## src/rtl/core/des_ks_pkg.sv

```systemverilog
// des_ks_pkg: constants, permutation tables and helper functions for the des key schedule
// used by des_ks_gen, des_ks_out and des_key_schedule; no dependencies
`timescale 1ns / 1ps
`default_nettype none

package des_ks_pkg;

    localparam int KEY_BITS    = 64;
    localparam int ROUND_COUNT = 16;
    localparam int HALF_BITS   = 28;
    localparam int SUBKEY_BITS = 48;
    localparam int JOIN_BITS   = 2 * HALF_BITS;
    localparam int ROUND_BITS  = $clog2(ROUND_COUNT);
    localparam int POS_BITS    = 7;

    localparam logic [ROUND_BITS-1:0] LAST_ROUND = ROUND_BITS'(ROUND_COUNT - 1);

    // rounds that rotate both halves by two places; the others rotate by one
    localparam logic [ROUND_COUNT-1:0] ROT_DOUBLE = 16'h7EFC;

    // key bit selection into the c and d halves, positions 1-based from the key msb
    localparam logic [POS_BITS-1:0] PC1_C [HALF_BITS] = '{
        57, 49, 41, 33, 25, 17, 9, 1, 58, 50, 42, 34, 26, 18,
        10, 2, 59, 51, 43, 35, 27, 19, 11, 3, 60, 52, 44, 36
    };

    localparam logic [POS_BITS-1:0] PC1_D [HALF_BITS] = '{
        63, 55, 47, 39, 31, 23, 15, 7, 62, 54, 46, 38, 30, 22,
        14, 6, 61, 53, 45, 37, 29, 21, 13, 5, 28, 20, 12, 4
    };

    // compression selection from c:d to the subkey, positions 1-based from the msb of c:d
    localparam logic [POS_BITS-1:0] PC2 [SUBKEY_BITS] = '{
        14, 17, 11, 24, 1, 5, 3, 28, 15, 6, 21, 10,
        23, 19, 12, 4, 26, 8, 16, 7, 27, 20, 13, 2,
        41, 52, 31, 37, 47, 55, 30, 40, 51, 45, 33, 48,
        44, 49, 39, 56, 34, 53, 46, 42, 50, 36, 29, 32
    };

    // one round's joined halves on their way to the compression selection
    typedef struct packed {
        logic [JOIN_BITS-1:0]  halves;
        logic [ROUND_BITS-1:0] round;
        logic                  last;
    } t_round_item;

    // c half selected from the key, parity bits dropped
    function automatic logic [HALF_BITS-1:0] pc1_c(input logic [KEY_BITS-1:0] key);
        logic [HALF_BITS-1:0] res;
        res = '0;
        for (int k = 0; k < HALF_BITS; k++) begin
            res[HALF_BITS-1-k] = key[KEY_BITS - int'(PC1_C[k])];
        end
        return res;
    endfunction

    // d half selected from the key, parity bits dropped
    function automatic logic [HALF_BITS-1:0] pc1_d(input logic [KEY_BITS-1:0] key);
        logic [HALF_BITS-1:0] res;
        res = '0;
        for (int k = 0; k < HALF_BITS; k++) begin
            res[HALF_BITS-1-k] = key[KEY_BITS - int'(PC1_D[k])];
        end
        return res;
    endfunction

    // compression selection over the joined halves
    function automatic logic [SUBKEY_BITS-1:0] pc2(input logic [JOIN_BITS-1:0] cd);
        logic [SUBKEY_BITS-1:0] res;
        res = '0;
        for (int k = 0; k < SUBKEY_BITS; k++) begin
            res[SUBKEY_BITS-1-k] = cd[JOIN_BITS - int'(PC2[k])];
        end
        return res;
    endfunction

    // left rotate of a half by one or two places
    function automatic logic [HALF_BITS-1:0] rot_half(input logic [HALF_BITS-1:0] h,
                                                      input logic dbl);
        logic [HALF_BITS-1:0] res;
        if (dbl) begin
            res = {h[HALF_BITS-3:0], h[HALF_BITS-1:HALF_BITS-2]};
        end else begin
            res = {h[HALF_BITS-2:0], h[HALF_BITS-1]};
        end
        return res;
    endfunction

endpackage

`default_nettype wire

```

## src/rtl/core/des_ks_gen.sv

```systemverilog
// des_ks_gen: c/d half registers and round counter of the key schedule
// depends on des_ks_pkg
`timescale 1ns / 1ps
`default_nettype none

module des_ks_gen
    import des_ks_pkg::*;
(
    input  wire logic                i_clk,
    input  wire logic                i_rst_n,
    input  wire logic                i_key_valid,
    output logic                     o_key_ready,
    input  wire logic [KEY_BITS-1:0] i_key,
    output t_round_item              o_item,
    output logic                     o_item_valid,
    input  wire logic                i_item_ready
);

    logic                  r_busy;
    logic                  n_busy;
    logic [ROUND_BITS-1:0] r_round;
    logic [ROUND_BITS-1:0] n_round;
    logic [HALF_BITS-1:0]  r_c;
    logic [HALF_BITS-1:0]  n_c;
    logic [HALF_BITS-1:0]  r_d;
    logic [HALF_BITS-1:0]  n_d;
    logic [HALF_BITS-1:0]  w_c_rot;
    logic [HALF_BITS-1:0]  w_d_rot;
    logic                  w_last;
    logic                  w_fire;
    logic                  w_load;

    // rotate both halves for the current round
    always_comb begin
        w_c_rot = rot_half(r_c, ROT_DOUBLE[r_round]);
        w_d_rot = rot_half(r_d, ROT_DOUBLE[r_round]);
        w_last  = (r_round == LAST_ROUND);
    end

    // handshakes: a new key enters as the last round leaves
    always_comb begin
        o_item_valid  = r_busy;
        o_item.halves = {w_c_rot, w_d_rot};
        o_item.round  = r_round;
        o_item.last   = w_last;
        w_fire        = r_busy && i_item_ready;
        o_key_ready   = !r_busy || (w_fire && w_last);
        w_load        = i_key_valid && o_key_ready;
    end

    // next values of halves and round counter
    always_comb begin
        n_busy  = r_busy;
        n_round = r_round;
        n_c     = r_c;
        n_d     = r_d;
        if (w_load) begin
            n_busy  = 1'b1;
            n_round = '0;
            n_c     = pc1_c(i_key);
            n_d     = pc1_d(i_key);
        end else if (w_fire) begin
            n_busy  = !w_last;
            n_round = r_round + 1'b1;
            n_c     = w_c_rot;
            n_d     = w_d_rot;
        end
    end

    // control registers
    always_ff @(posedge i_clk) begin
        if (!i_rst_n) begin
            r_busy  <= 1'b0;
            r_round <= '0;
        end else begin
            r_busy  <= n_busy;
            r_round <= n_round;
        end
    end

    // half registers
    always_ff @(posedge i_clk) begin
        r_c <= n_c;
        r_d <= n_d;
    end

    // an accepted key starts at the first round
    a_load_starts: assert property (@(posedge i_clk) disable iff (!i_rst_n)
        w_load |=> (r_busy && r_round == '0))
        else $error("key load did not start at the first round");

    // after the last round leaves, either idle or a fresh key at round zero
    a_last_ends: assert property (@(posedge i_clk) disable iff (!i_rst_n)
        (w_fire && w_last) |=> (!r_busy || r_round == '0))
        else $error("run did not end after the last round");

    // a stalled round holds its counter and halves
    a_stall_holds: assert property (@(posedge i_clk) disable iff (!i_rst_n)
        (r_busy && !i_item_ready) |=> ($stable(r_round) && $stable(r_c) && $stable(r_d)))
        else $error("round state moved while stalled");

    // idle means the counter sits at zero
    a_idle_zero: assert property (@(posedge i_clk) disable iff (!i_rst_n)
        !r_busy |-> (r_round == '0))
        else $error("round counter nonzero while idle");

endmodule

`default_nettype wire

```

## src/rtl/core/des_ks_out.sv

```systemverilog
// des_ks_out: compression selection and the output register of the key schedule
// depends on des_ks_pkg
`timescale 1ns / 1ps
`default_nettype none

module des_ks_out
    import des_ks_pkg::*;
(
    input  wire logic                   i_clk,
    input  wire logic                   i_rst_n,
    input  wire t_round_item            i_item,
    input  wire logic                   i_item_valid,
    output logic                        o_item_ready,
    output logic [SUBKEY_BITS-1:0]      o_subkey,
    output logic [ROUND_BITS-1:0]       o_round,
    output logic                        o_last,
    output logic                        o_valid,
    input  wire logic                   i_ready
);

    logic                   r_valid;
    logic                   n_valid;
    logic [SUBKEY_BITS-1:0] r_subkey;
    logic [ROUND_BITS-1:0]  r_round;
    logic                   r_last;
    logic                   w_load;

    // register is free when empty or being drained
    always_comb begin
        o_item_ready = !r_valid || i_ready;
        w_load       = i_item_valid && o_item_ready;
        n_valid      = w_load ? 1'b1 : (i_ready ? 1'b0 : r_valid);
    end

    // valid flag
    always_ff @(posedge i_clk) begin
        if (!i_rst_n) begin
            r_valid <= 1'b0;
        end else begin
            r_valid <= n_valid;
        end
    end

    // subkey and round registers
    always_ff @(posedge i_clk) begin
        if (w_load) begin
            r_subkey <= pc2(i_item.halves);
            r_round  <= i_item.round;
            r_last   <= i_item.last;
        end
    end

    assign o_subkey = r_subkey;
    assign o_round  = r_round;
    assign o_last   = r_last;
    assign o_valid  = r_valid;

    // the last flag only rides on the final round
    a_last_round: assert property (@(posedge i_clk) disable iff (!i_rst_n)
        (r_valid && r_last) |-> (r_round == LAST_ROUND))
        else $error("last flag on a round other than the final one");

    // rounds of a run leave in order
    a_round_order: assert property (@(posedge i_clk) disable iff (!i_rst_n)
        (r_valid && i_ready && !r_last && i_item_valid) |=>
            (r_round == $past(r_round) + 1'b1))
        else $error("round number skipped or repeated");

endmodule

`default_nettype wire

```

## src/rtl/core/des_key_schedule.sv

```systemverilog
// des_key_schedule: top level of the des key schedule, stream in and stream out
// depends on des_ks_pkg, des_ks_gen and des_ks_out
`timescale 1ns / 1ps
`default_nettype none

// Takes one 64-bit DES key per item (key bit 1 is the msb, parity bits ignored) and
// returns its sixteen 48-bit round subkeys, round 0 first, one item per cycle while
// the output side is ready, with the round index on tuser and tlast on the final
// round. The next key is accepted in the same cycle as the last subkey of the
// previous one leaves the round stage, so with the output side always ready keys
// stream without gaps. From key accept, the first subkey passes the half registers,
// then the output register. The output register decouples the two sides, and a
// stall on the output holds the round in place.
module des_key_schedule
    import des_ks_pkg::*;
(
    input  wire logic                   i_clk,
    input  wire logic                   i_rst_n,
    input  wire logic                   s_axis_tvalid,
    output logic                        s_axis_tready,
    input  wire logic [KEY_BITS-1:0]    s_axis_tdata,   // [63:0] cipher_key
    output logic                        m_axis_tvalid,
    input  wire logic                   m_axis_tready,
    output logic [SUBKEY_BITS-1:0]      m_axis_tdata,   // [47:0] round_subkey
    output logic [ROUND_BITS-1:0]       m_axis_tuser,   // [3:0] round_number
    output logic                        m_axis_tlast    // last_subkey
);

    t_round_item w_item;
    logic        w_item_valid;
    logic        w_item_ready;

    // half registers and round generation
    des_ks_gen u_gen (
        .i_clk        (i_clk),
        .i_rst_n      (i_rst_n),
        .i_key_valid  (s_axis_tvalid),
        .o_key_ready  (s_axis_tready),
        .i_key        (s_axis_tdata),
        .o_item       (w_item),
        .o_item_valid (w_item_valid),
        .i_item_ready (w_item_ready)
    );

    // subkey selection and output register
    des_ks_out u_out (
        .i_clk        (i_clk),
        .i_rst_n      (i_rst_n),
        .i_item       (w_item),
        .i_item_valid (w_item_valid),
        .o_item_ready (w_item_ready),
        .o_subkey     (m_axis_tdata),
        .o_round      (m_axis_tuser),
        .o_last       (m_axis_tlast),
        .o_valid      (m_axis_tvalid),
        .i_ready      (m_axis_tready)
    );

endmodule

`default_nettype wire

```

## config.mk

```make
export PLATFORM = sky130hd
export DESIGN_NAME = des_key_schedule
export DESIGN_NICKNAME = d
export VERILOG_FILES = /design/src/rtl/core/des_ks_pkg.sv /design/src/rtl/core/des_ks_gen.sv /design/src/rtl/core/des_ks_out.sv /design/src/rtl/core/des_key_schedule.sv
export SDC_FILE = /design/constraint.sdc
export NUM_CORES = 1
export LEC_CHECK = 0
export BUFFER_PORTS_ARGS = -buffer_cell sky130_fd_sc_hd__buf_4
export CORE_ASPECT_RATIO = 1.5
export CORE_MARGIN = 2
export CORE_UTILIZATION = 50
export CTS_CLUSTER_SIZE = 40
export DETAILED_ROUTE_END_ITERATION = 6
export PLACE_DENSITY = 0.85
export SYNTH_ARGS = -nofsm -noshare
export SYNTH_HDL_FRONTEND = slang
export SYNTH_HIERARCHICAL = 1
export SYNTH_SLANG_ARGS = --single-unit
```

## constraint.sdc

```tcl
create_clock -name i_clk -period 6.9 [get_ports i_clk]
set_clock_uncertainty 0.1 [all_clocks]
set_input_delay 0.345 -clock i_clk [delete_from_list [all_inputs] [get_ports i_clk]]
set_output_delay 0.345 -clock i_clk [all_outputs]
set_load 0.005 [all_outputs]
```

After elaboration in Yosys (flattened, before gate mapping)

Memories as Yosys holds them, arrays and structs flattened. A register that Yosys moved wholly into a read port is not among the register bits.
Index checks and enable logic that the tools add are counted.

Output and inout bits: 55
Flip-flop bits (word level): 115
Memory bits (writable): 0
Bits of input ports: 68
Bits in read-only memories: 16
Memories kept: 1
Latch bits: 0

Shift operators: 0
Magnitude comparators: 1
Bitwise gates (word level): 1
Add/sub/neg operators: 1
Eq/ne operators: 1
Reductions and logical operators: 11
Mux-type cells: 13
Multipliers: 0
Div/mod/pow operators: 0

Memory list:

| memory          | depth | bits a word | read ports | clocked after memory_dff | write ports | line             | source |
|---|---|---|---|---|---|---|---|
| (no name shown) | 16    | 1           | 1          | 1                        | 0           | des_ks_gen.sv:35 | `w_c_rot = rot_half(r_c, ROT_DOUBLE[r_round]);` |

Operator list:

| operator              | number |
|---|---|
| $mux W28              | 6 |
| $mux W4               | 2 |
| $lt A4 B5 Y1 const B  | 1 |
| $mux W1               | 5 |
| $add A4 B1 Y4 const B | 1 |
| $eq A4 B4 Y1 const B  | 1 |
| $reduce_bool A2 Y1    | 2 |
| $logic_and A1 B1 Y1   | 3 |
| $logic_not A1 Y1      | 3 |
| $logic_or A1 B1 Y1    | 2 |
| $reduce_or A2 Y1      | 1 |
| $not A1 Y1            | 1 |

Depth between registers and ports, before layout

Gate-level depths: netlist (run 1).

Depth in word-level cells: 8
Gate-level depth with buffers: 7
Gate-level depth less buffers: 5

By module

The synthesis (run 1) kept the hierarchy.

By module, submodules not included:

| module     | times used | area an instance (um2) | sequential area each (um2) | cells each |
|---|---|---|---|---|
| des_ks_gen | 1          | 3414.5                 | 1801.7                     | 212 |
| des_ks_out | 1          | 1649.1                 | 1611.5                     | 58 |

Least setup slack after synthesis (run 1)

No wires, ideal clock.

Path kind: in2reg
From: input port s_axis_tvalid
To: register u_gen.r_c[0] (enable)
Required time: 6.253 ns
Slack: 1.915 ns
Cell stages on the path: 2
Setup time: 0.547 ns
Arrival: 4.338 ns
Path through: inv_1 > o21ai_0

Longest elaborated chain between the ends: 2

RTL lines:

| element                      | line                   | source |
|---|---|---|
| start, declared              | des_key_schedule.sv:19 | `input wire logic s_axis_tvalid,` |
| $logic_and A1 B1 Y1          | des_ks_gen.sv:48       | `w_load = i_key_valid && o_key_ready;` |
| $reduce_bool A2 Y1 (no line) | --                     |  |
| end signal, assigned         | des_ks_gen.sv:83       | `r_c <= n_c;` |
| end, declared                | des_ks_gen.sv:23       | `logic [HALF_BITS-1:0] r_c;` |

No other way between the ends.
A chain may end at the register's enable or synchronous reset.

Worst setup path in the final report (run 1)

From: register u_gen.r_round[0]
To: register u_gen.r_d[23], data pin

Longest elaborated chain between the ends: 5

RTL lines:

| element                | line             | source |
|---|---|---|
| start, declared        | des_ks_gen.sv:21 | `logic [ROUND_BITS-1:0] r_round;` |
| start signal, assigned | des_ks_gen.sv:77 | `r_round <= n_round;` |
| $eq A4 B4 Y1           | des_ks_gen.sv:37 | `w_last = (r_round == LAST_ROUND);` |
| $logic_and A1 B1 Y1    | des_ks_gen.sv:47 | `o_key_ready = !r_busy \|\| (w_fire && w_last);` |
| $logic_or A1 B1 Y1     | des_ks_gen.sv:47 |  |
| $logic_and A1 B1 Y1    | des_ks_gen.sv:48 |  |
| $mux W28               | des_ks_gen.sv:57 | `if (w_load) begin` |
| net u_gen.n_d[23]      | des_ks_gen.sv:26 | `logic [HALF_BITS-1:0] n_d;` |
| end signal, assigned   | des_ks_gen.sv:84 | `r_d <= n_d;` |
| end, declared          | des_ks_gen.sv:25 | `logic [HALF_BITS-1:0] r_d;` |

The timed path passes the listed nets, and every way through them passes these cells.

==> results of run 1 <==
[cell families after synthesis]
family,after synthesis
flip-flops,116
XOR/XNOR,3
multiplexers,113
buffers and inverters,16
AO/OA/AOI/OAI,5
AND/OR/NAND/NOR,16
adder cells (fa/ha/maj),1
[how the worst min path moves through the flow]
stage                     startpoint                to  cells after the start
finish                       i_rst_n     u_out/o_valid                      2
detailed placement  u_gen/r_round[1]  u_out/o_round[1]                      0
global placement    u_gen/r_round[1]  u_out/o_round[1]                      0
global route                 i_rst_n     u_out/o_valid                      2
CTS                          i_rst_n     u_out/o_valid                      2
floorplan           u_gen/r_round[1]  u_out/o_round[1]                      0
[layout make-up]
| class | count | area, µm² | area share |
|---|---|---|---|
| sequential | 116 | 3415 | 0.5083 |
| multi-input combinational | 138 | 1565 | 0.2330 |
| timing repair buffer | 116 | 870.8 | 0.1296 |
| clock buffer | 17 | 425.4 | 0.06333 |
| clock inverter | 15 | 284.0 | 0.04228 |
| tap | 117 | 146.4 | 0.02179 |
| inverter | 3 | 11.26 | 0.001676 |
[cells in the mapped netlist, types with 2 or more instances]
master    number
dfxtp_1        7
edfxtp_1     109
buf_6          4
nand2_1        3
mux2_2        83
inv_1          3
mux2_4        29
nor2_1         5
buf_2          8
nand3_1        2
xor2_1         2
[through the flow]
step	instance area (µm²)	setup slack [ns]	power [µW]
6_report	6718	4.612	2183
5_1_grt	6718	4.430	2255
4_1_cts	6718	4.626	2203
3_5_place_dp	6008	4.592	1145
3_3_place_gp	6008	4.625	1135
2_1_floorplan	5064	1.915	1049
[power by group]
part / total, µW / switching, µW / internal [µW]
sequential: 899 / 29.8 / 869
clock: 1050 / 304 / 748
combinational: 232 / 91.5 / 141
total: 2180 / 425 / 1760
[worst reg2reg max path, stage by stage, from the launching register on]
cell     delay [ns]
dfxtp_1        0.34
ha_1           0.24
nand4_1        0.15
a21o_4         0.71
mux2_2         0.49
[metal layers]
layer / vias to the layer above / global-route usage
li1: 1296 / -
met1: 1360 / 0.2004
met2: 82 / 0.3128
met3: 8 / 0.05168
met4: 0 / 0.07656
met5: - / 0
[registers in the layout, summed over array words and instances (netlist names), named ones only]
signal / cells
u_out/o_round: 4
u_gen/r_c: 28
u_gen/r_d: 28
u_gen/r_round: 4
u_out/o_valid: 1
u_gen/o_item_valid: 1
u_out/o_subkey: 48
u_out/o_last: 1
==> tab_implementation.tex, run 1 <==
\begin{tabular}{lr}
\hline
Metric & Value \\
\hline
\multicolumn{2}{l}{\textbf{Routing}} \\
Post-route met1 wirelength & approximately 3.7 mm \\
Routed wire length per instance & 18.36 µm \\
Met2 WL & slightly above 5 mm \\
Number of optimization iterations in the first detailed-route pass & 4 \\
Uppermost layer routed & met4 \\
DRC marker count from the first detailed-route iteration & around 120 \\
Total Routed Length & 9.583 mm \\
Remaining antenna violation count & 0 \\
Vias & $\sim$2,700 \\
Vias per cell & 5.261 \\
Met3 layer wire length in the routed design & 531 µm \\
Drt drc & 0 \\
\multicolumn{2}{l}{\textbf{Placed design}} \\
Routability congestion estimate & 0.7716 \\
Detailed-placement wirelength estimate & 6.099 mm \\
Cell total after placement & just under 500 \\
Count of port buffers added during placement & 114 \\
\multicolumn{2}{l}{\textbf{Timing}} \\
Setup-failing EPs final & 0 \\
Least-Margin Pin Slew & 0.9157 ns \\
RSZ-0062 raised after global routing & no \\
Worst hold-check slack & between 0.1 and 0.15 ns \\
Upper clock frequency limit & between 400 and 500 MHz \\
Ratio of final minimum period to clock period & 0.3317 \\
Final Max Slew Viols & 0 \\
Final Critical Period & 2.288 ns \\
Setup tns final & 0 ns \\
Normalized max-slew margin & 0.3896 \\
Hold Fails Final Rpt & 0 \\
\multicolumn{2}{l}{\textbf{Layout}} \\
Final cell utilization of the core & 0.6741 \\
Synthesis-to-finish area growth & 32.67\% \\
Top library cells by usage in the layout, fill and taps aside & buf\_4 (116), edfxtp\_1 (109), mux2\_2 (83) \\
Number of fill cells & 685 \\
Final cell count without fillers & 522 \\
Diode insertion count for antenna repair & 0 \\
Share of post-route cells with drive strength above 1 & 0.6568 \\
Nets & 461 \\
Commonest non-fill, non-tap cell in the layout & buf\_4 \\
\multicolumn{2}{l}{\textbf{Job}} \\
Number of max-capacitance violations reported & 0 \\
\multicolumn{2}{l}{\textbf{Synthesis}} \\
Fraction of synthesized area in multiplexers & 0.2725 \\
Warnings, synthesis & 6 \\
Syn\_area\_per\_cell & 18.75 µm² \\
Async SR Flop Fraction & 0 \\
Fraction of the mapped netlist area in adder cells & 0.002471 \\
Xor and xnor area share after synthesis & 0.005189 \\
Post-synth top flop & edfxtp\_1 \\
Number of synthesized flops with an enable pin & around 110 \\
Share of the synthesized area in compound gates (AO/OA/AOI/OAI) & 0.007660 \\
Post-Syn Nets & 339 \\
Biggest area consumer among synthesized cells & edfxtp\_1 \\
Combinational family with the most area after synthesis & multiplexers \\
Post-Syn Area & slightly above 5000 µm² \\
Count of mapped cells out of synthesis & 270 \\
Area fraction of the dominant cell type after synthesis & 0.6464 \\
Number of distinct library cells after synthesis & 26 \\
Sequential-to-total area share from yosys stat & 0.6741 \\
Simple-gate portion of the synthesized area & 0.01754 \\
Leading cell types by total area after synthesis & edfxtp\_1 (65\%), mux2\_2 (18\%), mux2\_4 (8.6\%), dfxtp\_1 (2.8\%), buf\_6 (0.89\%) \\
Flip-flop and latch count after synthesis & 116 \\
\multicolumn{2}{l}{\textbf{Floorplanning}} \\
Overall die width & 86.17 µm \\
Y dimension of the die & 127.3 µm \\
Core footprint & between 9000 and 10,000 µm² \\
FP Rows & 45 \\
Io pins & 123 \\
Overall die area & approximately 11,000 µm² \\
Effective utilization at floorplan & 0.5081 \\
\multicolumn{2}{l}{\textbf{CTS}} \\
Clock insertion delay at the later pin of the skew report & 0.40 ns \\
H-tree Lvls & 4 \\
Clock transition at the registers of the reported paths & 0.06 ns \\
Number of buffers inserted to repair setup after CTS & 0 \\
Maximum buffer depth of the clock tree & 2 \\
Clock tree root buffer cell & clkbuf\_16 \\
CTS sink cnt & 116 \\
CTS tree & built \\
TritonCTS buffer count & 17 \\
Hold buffer count at cts & 0 \\
Number of gates resized after CTS & 0 \\
\multicolumn{2}{l}{\textbf{Worst setup path}} \\
Largest stage delay, worst path & 0.71 ns \\
Worst setup path endpoint & u\_gen/r\_d[23] \\
Depth of the worst register-to-register path & 4 \\
Critical path buffers and inverters & 0 \\
Critical R2R Capture & u\_gen/r\_d[23] \\
Maximum fanout along the worst path & between 50 and 60 \\
CP max stage cell & a21o\_4 \\
Ordered list of cells on the worst path & ha\_1 -> nand4\_1 -> a21o\_4 -> mux2\_2 \\
Req. time, crit path & 6.94 ns \\
Kind of cell adding the most delay to the critical path & compound AO/OA/AOI/OAI gates \\
CP Class & reg2reg \\
Worst setup path start & u\_gen/r\_round[0] \\
Nature of the critical path endpoint & register \\
Stages on worst setup path & 4 \\
Critical R2R Launch & u\_gen/r\_round[0] \\
Critical Path AT & 2.33 ns \\
R2R Setup Slk & $\sim$4.6 ns \\
Type of element launching the critical path & register \\
\multicolumn{2}{l}{\textbf{Pwr}} \\
Power density cells & 324.9 nW/µm² \\
Peak supply drop & 0.2303 mV \\
Leakage dissipation & 0.002661 µW \\
\multicolumn{2}{l}{\textbf{Hold path}} \\
Hold crit path type & in2reg \\
\multicolumn{2}{l}{\textbf{GRT}} \\
Wire length of the first global-routing pass & 14.75 mm \\
Overflow left after global routing & 0 \\
GRT Resource Usage Total & 0.1787 \\
Largest net degree at the start of global routing & 58 \\
Vias in the first global route & 2,884 \\
Initial antenna violation count & 0 \\
\multicolumn{2}{l}{\textbf{Status}} \\
Result of the run & finished clean \\
\hline
\end{tabular}
(Power assumes the default switching activity.)
==> inputs of run 2 (changes only) <==
Settings changed: ABC_AREA set to 1, CORE_UTILIZATION 50 to 48, PLACE_DENSITY 0.85 to 0.86.
Clock period 6.9 ns to 1.9 ns, I/O delays scaled along.
==> run 2 against run 1 <==
Effect of this change: worst setup slack worse by 4.5 ns; area after synthesis is 1.6% higher; critical path type unchanged; first-iteration DRC count is 120% higher; final area is 10% higher.
==> tab_implementation.tex, run 2 <==
\begin{tabular}{lr}
\hline
Metric & Value \\
\hline
\multicolumn{2}{l}{\textbf{Status}} \\
Result of the run & finished clean \\
\multicolumn{2}{l}{\textbf{Layout}} \\
Final cell utilization of the core & 0.7041 \\
Synthesis-to-finish area growth & 44.10\% \\
Flip-flop count of the largest register, all copies and words added & 48 \\
Diode insertion count for antenna repair & 0 \\
Commonest non-fill, non-tap cell in the layout & buf\_4 \\
Share of post-route cells with drive strength above 1 & 0.3829 \\
Final cell count without fillers & slightly above 700 \\
Finished Cell Area & between 7000 and 8000 µm² \\
Top library cells by usage in the layout, fill and taps aside & buf\_4 (117), edfxtp\_1 (109), dlygate4sd3\_1 (59) \\
Nets & 629 \\
\multicolumn{2}{l}{\textbf{Hold path}} \\
Hold Path Sink & u\_gen/o\_item\_valid \\
Hold crit path type & in2reg \\
Hold path depth & 6 \\
Min-delay src & m\_axis\_tready \\
\multicolumn{2}{l}{\textbf{CTS}} \\
H-tree Lvls & 4 \\
Clock tree root buffer cell & clkbuf\_16 \\
CTS tree & built \\
Number of buffers inserted to repair setup after CTS & 0 \\
Maximum buffer depth of the clock tree & 2 \\
Clock transition at the registers of the reported paths & around 0.05 ns \\
CTS sink cnt & 116 \\
TritonCTS buffer count & 17 \\
Clock insertion delay at the later pin of the skew report & 0.39 ns \\
\multicolumn{2}{l}{\textbf{Routing}} \\
Total Routed Length & $\sim$12 mm \\
Drt drc & 0 \\
Routed wire length per instance & around 16 µm \\
Number of optimization iterations in the first detailed-route pass & 4 \\
Remaining antenna violation count & 0 \\
Vias & 3,490 \\
DRC marker count from the first detailed-route iteration & around 260 \\
Vias per cell & 4.874 \\
\multicolumn{2}{l}{\textbf{Placed design}} \\
Detailed-placement wirelength estimate & 7.102 mm \\
Count of port buffers added during placement & around 110 \\
Routability congestion estimate & around 0.84 \\
Cell total after placement & 626 \\
Placed cell areas & roughly 6300 µm² \\
\multicolumn{2}{l}{\textbf{Timing}} \\
Upper clock frequency limit & approximately 550 MHz \\
Setup tns final & 0 ns \\
Normalized max-slew margin & 0.5547 \\
Hold Fails Final Rpt & 0 \\
RSZ-0062 raised after global routing & no \\
Final Critical Period & approximately 1.8 ns \\
Least-Margin Pin Slew & 0.6654 ns \\
Final Max Slew Viols & 0 \\
Setup-failing EPs final & 0 \\
Ratio of final minimum period to clock period & 0.9579 \\
\multicolumn{2}{l}{\textbf{GRT}} \\
Overflow left after global routing & 0 \\
GRT Resource Usage Total & 0.2064 \\
Vias in the first global route & 3,789 \\
Largest net degree at the start of global routing & between 50 and 60 \\
Wire length of the first global-routing pass & 17.74 mm \\
Initial antenna violation count & 0 \\
\multicolumn{2}{l}{\textbf{Worst setup path}} \\
Critical R2R Launch & u\_out/o\_valid \\
CP max stage cell & dfxtp\_1 \\
Largest stage delay, worst path & $\sim$0.42 ns \\
Kind of cell adding the most delay to the critical path & simple AND/OR/NAND/NOR gates \\
Req. time, crit path & $\sim$1.9 ns \\
Critical R2R Capture & u\_gen/r\_c[27] \\
Worst setup path start & u\_out/o\_valid \\
Ordered list of cells on the worst path & nand2\_2 -> nand4\_1 -> nand2\_2 -> nand2\_4 -> buf\_12 -> mux2\_2 \\
Critical Path AT & 1.86 ns \\
CP Class & reg2reg \\
Critical path buffers and inverters & 1 \\
Depth of the worst register-to-register path & 6 \\
R2R Setup Slk & roughly 0.080 ns \\
Nature of the critical path endpoint & register \\
Maximum fanout along the worst path & 20 \\
Type of element launching the critical path & register \\
Most frequent cell on the critical path & nand2\_2 \\
\multicolumn{2}{l}{\textbf{Synthesis}} \\
Number of synthesized flops with an enable pin & 109 \\
Area fraction of the dominant cell type after synthesis & 0.6360 \\
Sequential-to-total area share from yosys stat & 0.6633 \\
Post-Syn Area & 5146 µm² \\
Biggest area consumer among synthesized cells & edfxtp\_1 \\
Cell with the most instances after synthesis & edfxtp\_1 \\
Number of distinct library cells after synthesis & 22 \\
Async SR Flop Fraction & 0 \\
Post-synth top flop & edfxtp\_1 \\
Warnings, synthesis & 6 \\
Post-Syn Nets & approximately 450 \\
Flip-flop and latch count after synthesis & 116 \\
Syn\_area\_per\_cell & 13.65 µm² \\
Most frequent cells after synthesis & edfxtp\_1 (109), nand2\_1 (42), mux2\_4 (40) \\
Count of mapped cells out of synthesis & 377 \\
Leading cell types by total area after synthesis & edfxtp\_1 (64\%), mux2\_4 (12\%), mux2\_2 (3.9\%), nand2\_1 (3.1\%), a21oi\_1 (3.0\%) \\
\multicolumn{2}{l}{\textbf{Pwr}} \\
Power density cells & around 990 nW/µm² \\
Leakage dissipation & $\sim$0.0031 µW \\
Peak supply drop & 0.7782 mV \\
Total power & 7372 µW \\
\multicolumn{2}{l}{\textbf{Job}} \\
Number of max-capacitance violations reported & 0 \\
\multicolumn{2}{l}{\textbf{Floorplanning}} \\
Overall die area & 11,580 µm² \\
Overall die width & between 80 and 90 µm \\
Y dimension of the die & 130.8 µm \\
Effective utilization at floorplan & 0.4886 \\
Core footprint & 10,530 µm² \\
Io pins & roughly 120 \\
FP Rows & 46 \\
\hline
\end{tabular}
-- run 2: worst register-to-register path: stages, from the launching register on --
cell and delay, ns:
dfxtp_1 0.42, nand2_2 0.11, nand4_1 0.11, nand2_2 0.09
nand2_4 0.15, buf_12 0.22, mux2_2 0.36
-- run 2: layout make-up --
cell class              instances  area, µm²
fillers                       683       3117
clock inverters                14      143.9
multi-input cells             202       1488
well taps                     144      180.2
clock buffers                  17      425.4
repair buffers                183       1609
inverters                      40      150.1
flip-flops and latches        116       3420
-- run 2: where the power goes --
part	total [µW]	leakage (µW)	switching, µW	internal [µW]
Clock	3060	0.000276	1050	2020
Sequential	3260	0.00111	100	3160
Combinational	1050	0.00176	461	588
-- run 2: cells by family (layout without fill, tap and decap cells) --
family	Yosys count	after routing	share of synthesized area
buffers and inverters	59	254	0.05349
AO/OA/AOI/OAI	60	60	0.05908
flip-flops	116	116	0.6633
multiplexers	58	58	0.1561
adder cells (fa/ha/maj)	1	1	0.002431
XOR/XNOR	1	1	0.001702
AND/OR/NAND/NOR	82	82	0.06394
-- run 2: worst max path at each step --
stage / endpoint / slack [ns] / cells after the start
after global routing: u_gen/r_c[27] / 0.01 / 6
after global placement: u_gen/r_c[27] / 0.07 / 6
after CTS: u_gen/r_c[7] / 0.03 / 6
after detailed placement: u_gen/r_c[5] / 0.04 / 6
after floorplan: u_out/o_last / 0.04 / 2
final: u_gen/r_c[27] / 0.08 / 6
-- run 2: through the flow --
stage / hold WS [ns] / setup slack, ns
floorplan: 0.1165 / 0.04245
global placement: 0.2339 / 0.07445
global route: 0.1994 / 0.009561
finish: 0.1528 / 0.07998
CTS: 0.1354 / 0.03054
detailed placement: 0.2487 / 0.04161
-- run 2: layer usage --
layer	vias to the layer above	track usage	part of all wire
li1	1695	-	-
met1	1674	0.2049	0.37
met2	105	0.3958	0.58
met3	16	0.05653	0.032
met4	0	0.08111	0.019
met5	-	0	0
-- run 2: what timing repair did --
item                                   CTS  global route
hold buffers                            59             0
setup endpoints to repair                0            49
gates resized for setup                  0             2
endpoints found under the hold margin   58             0
